File: config.mk
export PLATFORM = sky130hd
export DESIGN_NAME = ttcs_ctrl
export DESIGN_NICKNAME = d
export VERILOG_FILES = /design/src/hw/rtl/ttcs_pkg.sv /design/src/hw/rtl/ttcs_ctrl.sv
export SDC_FILE = /design/constraint.sdc
export NUM_CORES = 1
export LEC_CHECK = 0
export ABC_AREA = 1
export ABC_CLOCK_PERIOD_IN_PS = 1300
export CORE_AREA = 8 8 45 47
export CTS_CLUSTER_SIZE = 14
export DETAILED_ROUTE_END_ITERATION = 12
export DIE_AREA = 0 0 53 55
export DONT_BUFFER_PORTS = 1
export PLACE_DENSITY = 0.45
export SLEW_MARGIN = 10
export SYNTH_ARGS = -nofsm -noshare
export SYNTH_HDL_FRONTEND = slang
export SYNTH_SLANG_ARGS = --single-unit
File: constraint.sdc
create_clock -name clk -period 1.3 [get_ports clk]
set_input_delay 0.13 -clock clk [delete_from_list [all_inputs] [get_ports clk]]
set_output_delay 0.13 -clock clk [all_outputs]
set_load 0.01 [all_outputs]
File: src/hw/rtl/ttcs_pkg.sv
// ----------------------------------------------------------------------------
// ttcs_pkg
// Shared types and constants for the text terminal: item and result words,
// controller states, and the command/status bundles between the two halves.
// ----------------------------------------------------------------------------
package ttcs_pkg;

  localparam logic [7:0]  NEWLINE_CODE = 8'h0A;
  localparam logic [7:0]  SPACE_CODE   = 8'h20;
  localparam logic [7:0]  RESET_ATTR   = 8'h07;
  localparam logic [15:0] CLEAR_CELL   = {RESET_ATTR, SPACE_CODE};
  localparam logic [15:0] SCROLL_CELL  = {8'h00, SPACE_CODE};

  localparam logic KIND_PUT  = 1'b0;
  localparam logic KIND_READ = 1'b1;

  typedef struct packed {
    logic       kind;
    logic [7:0] char_code;
    logic [4:0] read_row;
    logic [6:0] read_column;
  } item_t;

  typedef struct packed {
    logic [15:0] cell_value;
    logic [4:0]  cursor_row;
    logic [6:0]  cursor_column;
    logic        scrolled;
  } result_t;

  typedef enum logic [2:0] {
    ST_CLEAR,
    ST_IDLE,
    ST_EXEC,
    ST_READ,
    ST_PRIME,
    ST_COPY,
    ST_FILL
  } state_t;

  typedef struct packed {
    logic latch_item;
    logic put;
    logic read_item;
    logic load_result;
    logic result_scrolled;
    logic prime;
    logic copy;
    logic fill;
    logic clear;
  } cmd_t;

  typedef struct packed {
    logic item_is_read;
    logic put_scrolls;
    logic ptr_last_copy;
    logic ptr_last_cell;
  } status_t;

endpackage

File: src/hw/rtl/ttcs_ctrl.sv
// ----------------------------------------------------------------------------
// ttcs_ctrl
// Sequencer: reset clear sweep, item execution, and the scroll copy/fill
// sweeps over the screen store.
// ----------------------------------------------------------------------------
module ttcs_ctrl import ttcs_pkg::*; (
  input  logic    clk,
  input  logic    rst,
  input  logic    start,
  input  status_t status,
  output cmd_t    cmd,
  output logic    busy
);

  state_t state;
  state_t state_next;

  always_ff @(posedge clk) begin
    if (rst) begin
      state <= ST_CLEAR;
    end else begin
      state <= state_next;
    end
  end

  always_comb begin
    state_next = state;
    case (state)
      ST_CLEAR: begin
        if (status.ptr_last_cell) state_next = ST_IDLE;
      end
      ST_IDLE: begin
        if (start) state_next = ST_EXEC;
      end
      ST_EXEC: begin
        if (status.item_is_read) begin
          state_next = ST_READ;
        end else if (status.put_scrolls) begin
          state_next = ST_PRIME;
        end else begin
          state_next = ST_IDLE;
        end
      end
      ST_READ:  state_next = ST_IDLE;
      ST_PRIME: state_next = ST_COPY;
      ST_COPY: begin
        if (status.ptr_last_copy) state_next = ST_FILL;
      end
      ST_FILL: begin
        if (status.ptr_last_cell) state_next = ST_IDLE;
      end
      default:  state_next = ST_IDLE;
    endcase
  end

  always_comb begin
    cmd  = '0;
    busy = 1'b1;
    case (state)
      ST_CLEAR: cmd.clear = 1'b1;
      ST_IDLE: begin
        busy           = 1'b0;
        cmd.latch_item = start;
      end
      ST_EXEC: begin
        if (status.item_is_read) begin
          cmd.read_item = 1'b1;
        end else begin
          cmd.put         = 1'b1;
          cmd.load_result = !status.put_scrolls;
        end
      end
      ST_READ:  cmd.load_result = 1'b1;
      ST_PRIME: cmd.prime = 1'b1;
      ST_COPY:  cmd.copy = 1'b1;
      ST_FILL: begin
        cmd.fill            = 1'b1;
        cmd.load_result     = status.ptr_last_cell;
        cmd.result_scrolled = 1'b1;
      end
      default:  busy = 1'b1;
    endcase
  end

endmodule

==> results.yml, run 1 <==
status:
  status: "finished with violations"
  violations: "negative setup slack"
clock_network:
  cts_made_buffers: 3
  clock-sinks: 3
  htreeDepth: 1
  cts_buffer_depth: 2
  clk_latency_ps: 240
  hold_buffers: 0
  cts_tree: "yes"
  clk_pin_slew_ps: 40
  ctsRootBufferMaster: "clkbuf_4"
sta:
  fin_ws_ps: -55.3
  whs_ps: 40.1
  setup_violations: 1
  finalClockSkew_ps: 5.06
  period_share_pct: 104
  slew_viol_final: 0
  max-slew-margin-rel_pct: 83.1
  fmax_mhz: 738
  hold_violations: 0
  rsz0062_at_grt: "yes"
  fin_crit_ps: 1360
  worst_pin_slew_ps: 252
global_route:
  grt_pass1_wl_um: 1070
  gr-total-overflow: 0
  grtUsageTotal_pct: 5.02
  antenna_found_initial: 0
  grt_max_degree: 11
  grt_pass1_vias: 276
die:
  start_util_pct: 23.5
  dieArea_mm2: 0.00292
  core_area_mm2: 0.00138
  ios: 17
  fp-row-count: 14
  die_h_um: 55
  die_x_um: 53
drt:
  vias: 366
  wl_per_cell_um: 12.6
  ant_nets: 0
  drt_iter0_markers: 10
  wirelength_um: 985
  viasPerCell: 4.69
  first_pass_iters: 4
  drcViolationCount: 0
finish:
  syn_to_final_growth_pct: 38.8
  multi_input_area_um2: 238
  layout_common_cells: "nor2_1, inv_1, nand2_1, buf_4"
  layout_commonest_cell: "nor2_1"
  regMostFlops: "state"
  diodes: 0
  drive_above_1_share_pct: 46.8
  largest_reg_flops: 3
  design_area_um2: 452
  n_fill_cell: 154
  nets: 70
  regArea_um2: 71.3
  top_regs: "state: 3 flops"
power:
  p_seq_share_pct: 22.3
  clockPowerShare_pct: 14.0
  combPwrFrac_pct: 63.7
  powerDensity_mw_per_mm2: 2630
  swShare_pct: 50.4
  ir_drop_mv: 0.680
  p_switching_uw: 600
  leakage_uw: 0.000247
  internal_power_uw: 590
run:
  maxCapViolations: 0
synth:
  ys_seq_area_share_pct: 18.5
  yosys.cell_types.count: 17
  syn_area_um2: 325
  syn-instance-count: 53
  yosys-top-cells-area: "dfxtp_1, nor2_1, nand3_2"
  ys_seq_elements: 3
  yosysWarnings: 0
  synth_nets: 60
  synth_top_area_share_pct: 18.5
  avgSynthCellArea_um2: 6.14
  synth_largest_area_cell: "dfxtp_1"
worst_setup_path:
  cp_data_arrival_time_ps: 1230
  setup.worst_path.end_class: "primary output"
  crit_fanout: 5
  critical_path_class: "reg -> out"
  startpoint_type: "flop"
  critPathRequiredTime_ps: 1170
placement:
  portBuffers: 0
  post-dp-hpwl_um: 610
  place.gp.congestion: 0.710
  post_dp_cell_area_um2: 357
hold_path:
  worst_hold_path_type: "in -> reg"
final timing paths:
kind                              start  slack, ps  cells after the start                    end
setup / recovery  state[0]$_SDFFE_PP0P_        -60                      6                 cmd[5]
hold / removal                      rst         40                      3  state[1]$_SDFFE_PP0P_
setup reg to reg  state[1]$_SDFFE_PP0P_        100                      8  state[0]$_SDFFE_PP0P_
hold reg to reg   state[2]$_SDFFE_PP0P_        550                      2  state[2]$_SDFFE_PP0P_
routing by layer:
layer	global-route usage, %	share of wire (%)
met4	3.88	1.3
met3	3.21	11
met5	0	0
met1	4.55	31
met2	8.01	57
timing repair:
item,in CTS,in global routing
setup buffers,1,2
endpoints found under the hold margin,0,0
gates resized for setup,4,9
gates cloned,0,0
setup endpoints to repair,5,2
pin swaps,0,1
synth_stat cells, drive strengths merged:
master,number
nand3,6
a21oi,3
dfxtp,3
nor2,16
buf,2
nor3,1
o21ai,1
o311ai,1
inv,11
nand2,9
cell families (layout without fill, tap and decap cells):
kind of cell           count (synthesis)  count (layout)  share of synthesized area (%)
AO/OA/AOI/OAI                          5               5                           8.84
flip-flops                             3               3                           18.5
buffers and inverters                 13              22                           18.5
AND/OR/NAND/NOR                       32              32                           54.2
power groups by stage:
stage               registers (µW)  logic (µW)  clock network, µW
floorplan                      184         557                  0
global placement               232         613                  0
detailed placement             233         611                  0
CTS                            250         637                168
global route                   274         843                176
finish                         265         758                166
worst max-delay path, cell delays in order, from the launching register on:
cell and delay, ps:
dfxtp_4 380, inv_4 50, nand3_1 110, inv_1 70, nand2_1 120, o311ai_4 110, buf_4 160
metrics by stage:
| stage | std cells | TNS, ps | setup WS (ps) | utilization (%) | total power [µW] |
|---|---|---|---|---|---|
| detailed placement | 71 | 0 | 50.8 | 25.8 | 844 |
| floorplan | 53 | 0 | 234 | - | 741 |
| global route | 78 | -105 | -102 | 32.6 | 1290 |
| global placement | 71 | 0 | 82.7 | 25.8 | 845 |
| CTS | 76 | 0 | 4.51 | 28.7 | 1060 |
| finish | 78 | -55.3 | -55.3 | 32.6 | 1190 |
area by class of cell:
type | count | area share, %
Timing Repair Buffer | 7 | 11.1
Tap cell | 16 | 4.43
Sequential cell | 3 | 15.8
Multi-Input combinational cell | 37 | 52.6
Clock buffer | 4 | 5.82
Inverter | 11 | 10.2
No activity file was read; power rests on OpenSTA's default activity.
==> run 2, diff against run 1 <==
--- a/config.mk
+++ b/config.mk
@@ -13,6 +13,7 @@
 export DIE_AREA = 0 0 53 55
 export DONT_BUFFER_PORTS = 1
 export PLACE_DENSITY = 0.45
+export SKIP_CTS_REPAIR_TIMING = 1
 export SLEW_MARGIN = 10
 export SYNTH_ARGS = -nofsm -noshare
 export SYNTH_HDL_FRONTEND = slang
==> run 2 against run 1 <==
- the flow now finishes without violations
- hold slack improved by 3.4 ps
- combinational power decreased by 16%
- final area is 11% lower
- critical path type unchanged
==> results.yml, run 2 (synthesis results as in run 1) <==
sta:
  slew_viol_final: 0
  period_share_pct: 98.3
  worst_pin_slew_ps: 248
  fmax_mhz: 782
  fin_ws_ps: 21.9
  finalClockSkew_ps: 3.12
  max-slew-margin-rel_pct: 83.3
  fin_crit_ps: 1280
  rsz0062_at_grt: "yes"
  fin_setup_tns_ps: 0
  setup_violations: 0
  hold_violations: 0
placement:
  portBuffers: 0
  post_dp_cell_area_um2: 357
  post-dp-hpwl_um: 610
  place.gp.congestion: 0.710
  dp_cells: 71
  dpl_worst_slack_ps: 50.8
drt:
  drcViolationCount: 0
  ant_nets: 0
  viasPerCell: 4.38
  wl_per_cell_um: 9.92
  first_pass_iters: 3
  wirelength_um: 754
  vias: 333
  drt_iter0_markers: 7
worst_setup_path:
  startpoint_type: "flop"
  critical_path_class: "reg -> out"
  cpPeakStageDelay_ps: 400
  crit_slowest_cell: "dfxtp_4"
  path_cells: "nand3_2, o311ai_1, buf_4"
  critPathRequiredTime_ps: 1170
  crit_fanout: 10
  setup.worst_path.end_class: "primary output"
  path_buf_inv: 1
  cp_data_arrival_time_ps: 1150
  critical_path.top_delay_family: "flip-flops"
die:
  ios: 17
  core_area_mm2: 0.00138
  fp-row-count: 14
  dieArea_mm2: 0.00292
  die_h_um: 55
  start_util_pct: 23.5
  die_x_um: 53
finish:
  nets: 68
  top_regs: "state: 3 flops"
  n_fill_cell: 161
  design_area_um2: 404
  multi_input_area_um2: 213
  diodes: 0
  layout_common_cells: "nor2_1, inv_1, nand2_1"
  regMostFlops: "state"
  regArea_um2: 66.3
  layout_commonest_cell: "nor2_1"
  drive_above_1_share_pct: 43.3
  syn_to_final_growth_pct: 24.2
  layoutNonFillerInstCount: 76
  largest_reg_flops: 3
  final_util_pct: 29.2
run:
  maxCapViolations: 0
clock_network:
  clk_latency_ps: 230
  ctsRootBufferMaster: "clkbuf_4"
  htreeDepth: 1
  cts_tree: "yes"
  clock-sinks: 3
  cts_buffer_depth: 2
  cts_made_buffers: 3
  clk_pin_slew_ps: 40
power:
  ir_drop_mv: 0.616
  leakage_uw: 0.000222
  powerDensity_mw_per_mm2: 2610
status:
  status: "complete, no violations"
global_route:
  grt_pass1_wl_um: 1080
  antenna_found_initial: 0
  gr-total-overflow: 0
  grt_max_degree: 11
  grt_pass1_vias: 271
  grtUsageTotal_pct: 5.08
hold_path:
  worst_hold_path_type: "in -> reg"
==> run 2: path summary, 6_finish.rpt <==
kind,slack (ps),startpoint,end,depth (start not counted)
min,40,rst,state[1]$_SDFFE_PP0P_,3
min reg2reg,550,state[2]$_SDFFE_PP0P_,state[2]$_SDFFE_PP0P_,2
max,20,state[1]$_SDFFE_PP0P_,cmd[5],3
max reg2reg,160,state[2]$_SDFFE_PP0P_,state[0]$_SDFFE_PP0P_,8
==> run 2: worst reg2reg max path, stage by stage (launching register included) <==
cell	delay (ps)
dfxtp_2	370
inv_2	50
buf_4	140
nand2_1	90
nand2_2	70
nand2_4	90
nand2_1	60
o21ai_1	120
inv_1	40
==> run 2: power by group <==
part / switching [µW] / internal (µW)
registers: 100 / 156
clock network: 47.1 / 115
logic: 382 / 254
==> run 2: through the flow <==
step / power (µW) / hold slack (ps)
detailed placement: 844 / 292
global route: 1160 / 56.0
floorplan: 741 / 285
global placement: 845 / 299
CTS: 1020 / 47.1
finish: 1050 / 43.5
==> run 2: layout make-up <==
| type | count | area share, % |
|---|---|---|
| inverter | 11 | 10.2 |
| clock buffer | 4 | 6.50 |
| tap | 16 | 4.95 |
| sequential | 3 | 16.4 |
| multi-input combinational | 37 | 52.6 |
| timing repair buffer | 5 | 9.29 |
==> run 2: per-layer routing <==
| layer | part of all wire (%) | vias to the layer above | wire length [µm] | track usage [%] |
|---|---|---|---|---|
| li1 | - | 175 | - | - |
| met2 | 50 | 11 | 375 | 7.81 |
| met5 | 0 | - | 0 | 0 |
| met1 | 40 | 147 | 300 | 4.86 |
| met4 | 0 | 0 | 0 | 3.88 |
| met3 | 10 | 0 | 78 | 3.21 |
==> run 3, diff against run 2 <==
--- a/config.mk
+++ b/config.mk
@@ -7,10 +7,10 @@
 export LEC_CHECK = 0
 export ABC_AREA = 1
 export ABC_CLOCK_PERIOD_IN_PS = 1300
-export CORE_AREA = 8 8 45 47
+export CORE_AREA = 2 2 39 41
 export CTS_CLUSTER_SIZE = 14
 export DETAILED_ROUTE_END_ITERATION = 12
-export DIE_AREA = 0 0 53 55
+export DIE_AREA = 0 0 41 43
 export DONT_BUFFER_PORTS = 1
 export PLACE_DENSITY = 0.45
 export SKIP_CTS_REPAIR_TIMING = 1
==> run 3 against run 2 <==
- hold slack gained 10 ps
- clock power increased by 2%
- total power rose by 7.2%
- critical endpoint unchanged
==> results.yml, run 3 (synthesis results as in run 1) <==
worst_setup_path:
  cp_data_arrival_time_ps: 1130
  startpoint_type: "flop"
  critical_path_class: "reg -> out"
  setup.worst_path.end_class: "primary output"
  critPathRequiredTime_ps: 1170
  crit_fanout: 6
hold_path:
  worst_hold_path_type: "in -> reg"
sta:
  fin_crit_ps: 1260
  worst_pin_slew_ps: 348
  finalClockSkew_ps: 3.79
  period_share_pct: 97.1
  whs_ps: 53.6
  fin_ws_ps: 37.2
  rsz0062_at_grt: "yes"
  fmax_mhz: 792
  max-slew-margin-rel_pct: 76.6
  hold_violations: 0
  setup_violations: 0
  slew_viol_final: 0
finish:
  n_fill_cell: 159
  largest_reg_flops: 3
  nets: 69
  diodes: 0
  layout_common_cells: "nor2_1, inv_1, nand2_1, buf_4"
  layoutNonFillerInstCount: 77
  final_util_pct: 31.7
  drive_above_1_share_pct: 45.9
  syn_to_final_growth_pct: 35.0
  regMostFlops: "state"
  top_regs: "state: 3 flops"
  layout_commonest_cell: "nor2_1"
global_route:
  grtUsageTotal_pct: 9.23
  antenna_found_initial: 0
  grt_max_degree: 11
  met3_usage_pct: 6.28
  gr-total-overflow: 0
  top_usage_layer: "met2"
  grt_pass1_vias: 287
  met2_usage_pct: 14.4
  use_met1_pct: 8.01
  grt_pass1_wl_um: 1040
placement:
  portBuffers: 0
  dp_cells: 71
  place.gp.congestion: 0.658
  post-dp-hpwl_um: 534
  dpl_worst_slack_ps: 58.9
drt:
  drt_iter0_markers: 4
  ant_nets: 0
  drcViolationCount: 0
  first_pass_iters: 2
  wl_per_cell_um: 8.77
  wirelength_um: 675
  viasPerCell: 4.48
  vias: 345
status:
  status: "complete, no violations"
clock_network:
  cts_made_buffers: 3
  clk_pin_slew_ps: 40
  clk_latency_ps: 230
  cts_tree: "yes"
  ctsRootBufferMaster: "clkbuf_4"
  clock-sinks: 3
  cts_buffer_depth: 2
  htreeDepth: 1
die:
  ios: 17
  core_area_mm2: 0.00138
  dieArea_mm2: 0.00176
  die_h_um: 43
  die_x_um: 41
  fp-row-count: 14
  start_util_pct: 23.5
power:
  total_power_uw: 1130
  leakage_uw: 0.000230
  powerDensity_mw_per_mm2: 2570
  ir_drop_mv: 0.847
run:
  maxCapViolations: 0
## run 3: cell types whose count changed in the layout (fill, tap and decap cells not counted), sizes merged
| cell | previous run | this run |
|---|---|---|
| buf | 5 | 6 |
## run 3: critical path, cell delays in order (launching register included)
cell and delay, ps:
dfxtp_4 350, inv_2 90, nand3_4 80, o311ai_2 210
buf_4 160
## run 3: path summary, 6_finish.rpt
kind                    startpoint                    end  slack, ps  depth (start not counted)
min                            rst  state[2]$_SDFFE_PP0P_         50                          3
max          state[0]$_SDFFE_PP0P_                 cmd[5]         40                          4
min reg2reg  state[2]$_SDFFE_PP0P_  state[2]$_SDFFE_PP0P_        550                          2
max reg2reg  state[1]$_SDFFE_PP0P_  state[2]$_SDFFE_PP0P_        140                          7
## run 3: through the flow
| stage | TNS [ps] | cell area (µm²) |
|---|---|---|
| after detailed placement | 0 | 357 |
| after CTS | -270 | 383 |
| after floorplan | 0 | 325 |
| after global placement | 0 | 357 |
| final | 0 | 439 |
| after global routing | -56.2 | 439 |
## run 3: metal layers
metal	wire length (µm)	up-vias
li1	-	179
met1	265	156
met2	355	10
met3	54	0
met4	0	0
met5	0	-
## run 3: report_power, final
group / switching, µW / internal (µW) / leakage [µW] / total, µW
sequential: 103 / 167 / 0.0000267 / 270
combinational: 405 / 290 / 0.000188 / 695
clock: 50.4 / 115 / 0.0000150 / 166
total: 559 / 572 / 0.000230 / 1130
## run 3: final cells by class
| cell class | instances | area, µm² | share of cell area (%) |
|---|---|---|---|
| multi-input cells | 37 | 233 | 53.0 |
| flip-flops and latches | 3 | 71.3 | 16.2 |
| clock buffers | 4 | 26.3 | 5.98 |
| well taps | 16 | 20.0 | 4.56 |
| repair buffers | 6 | 45.0 | 10.3 |
| inverters | 11 | 43.8 | 9.97 |
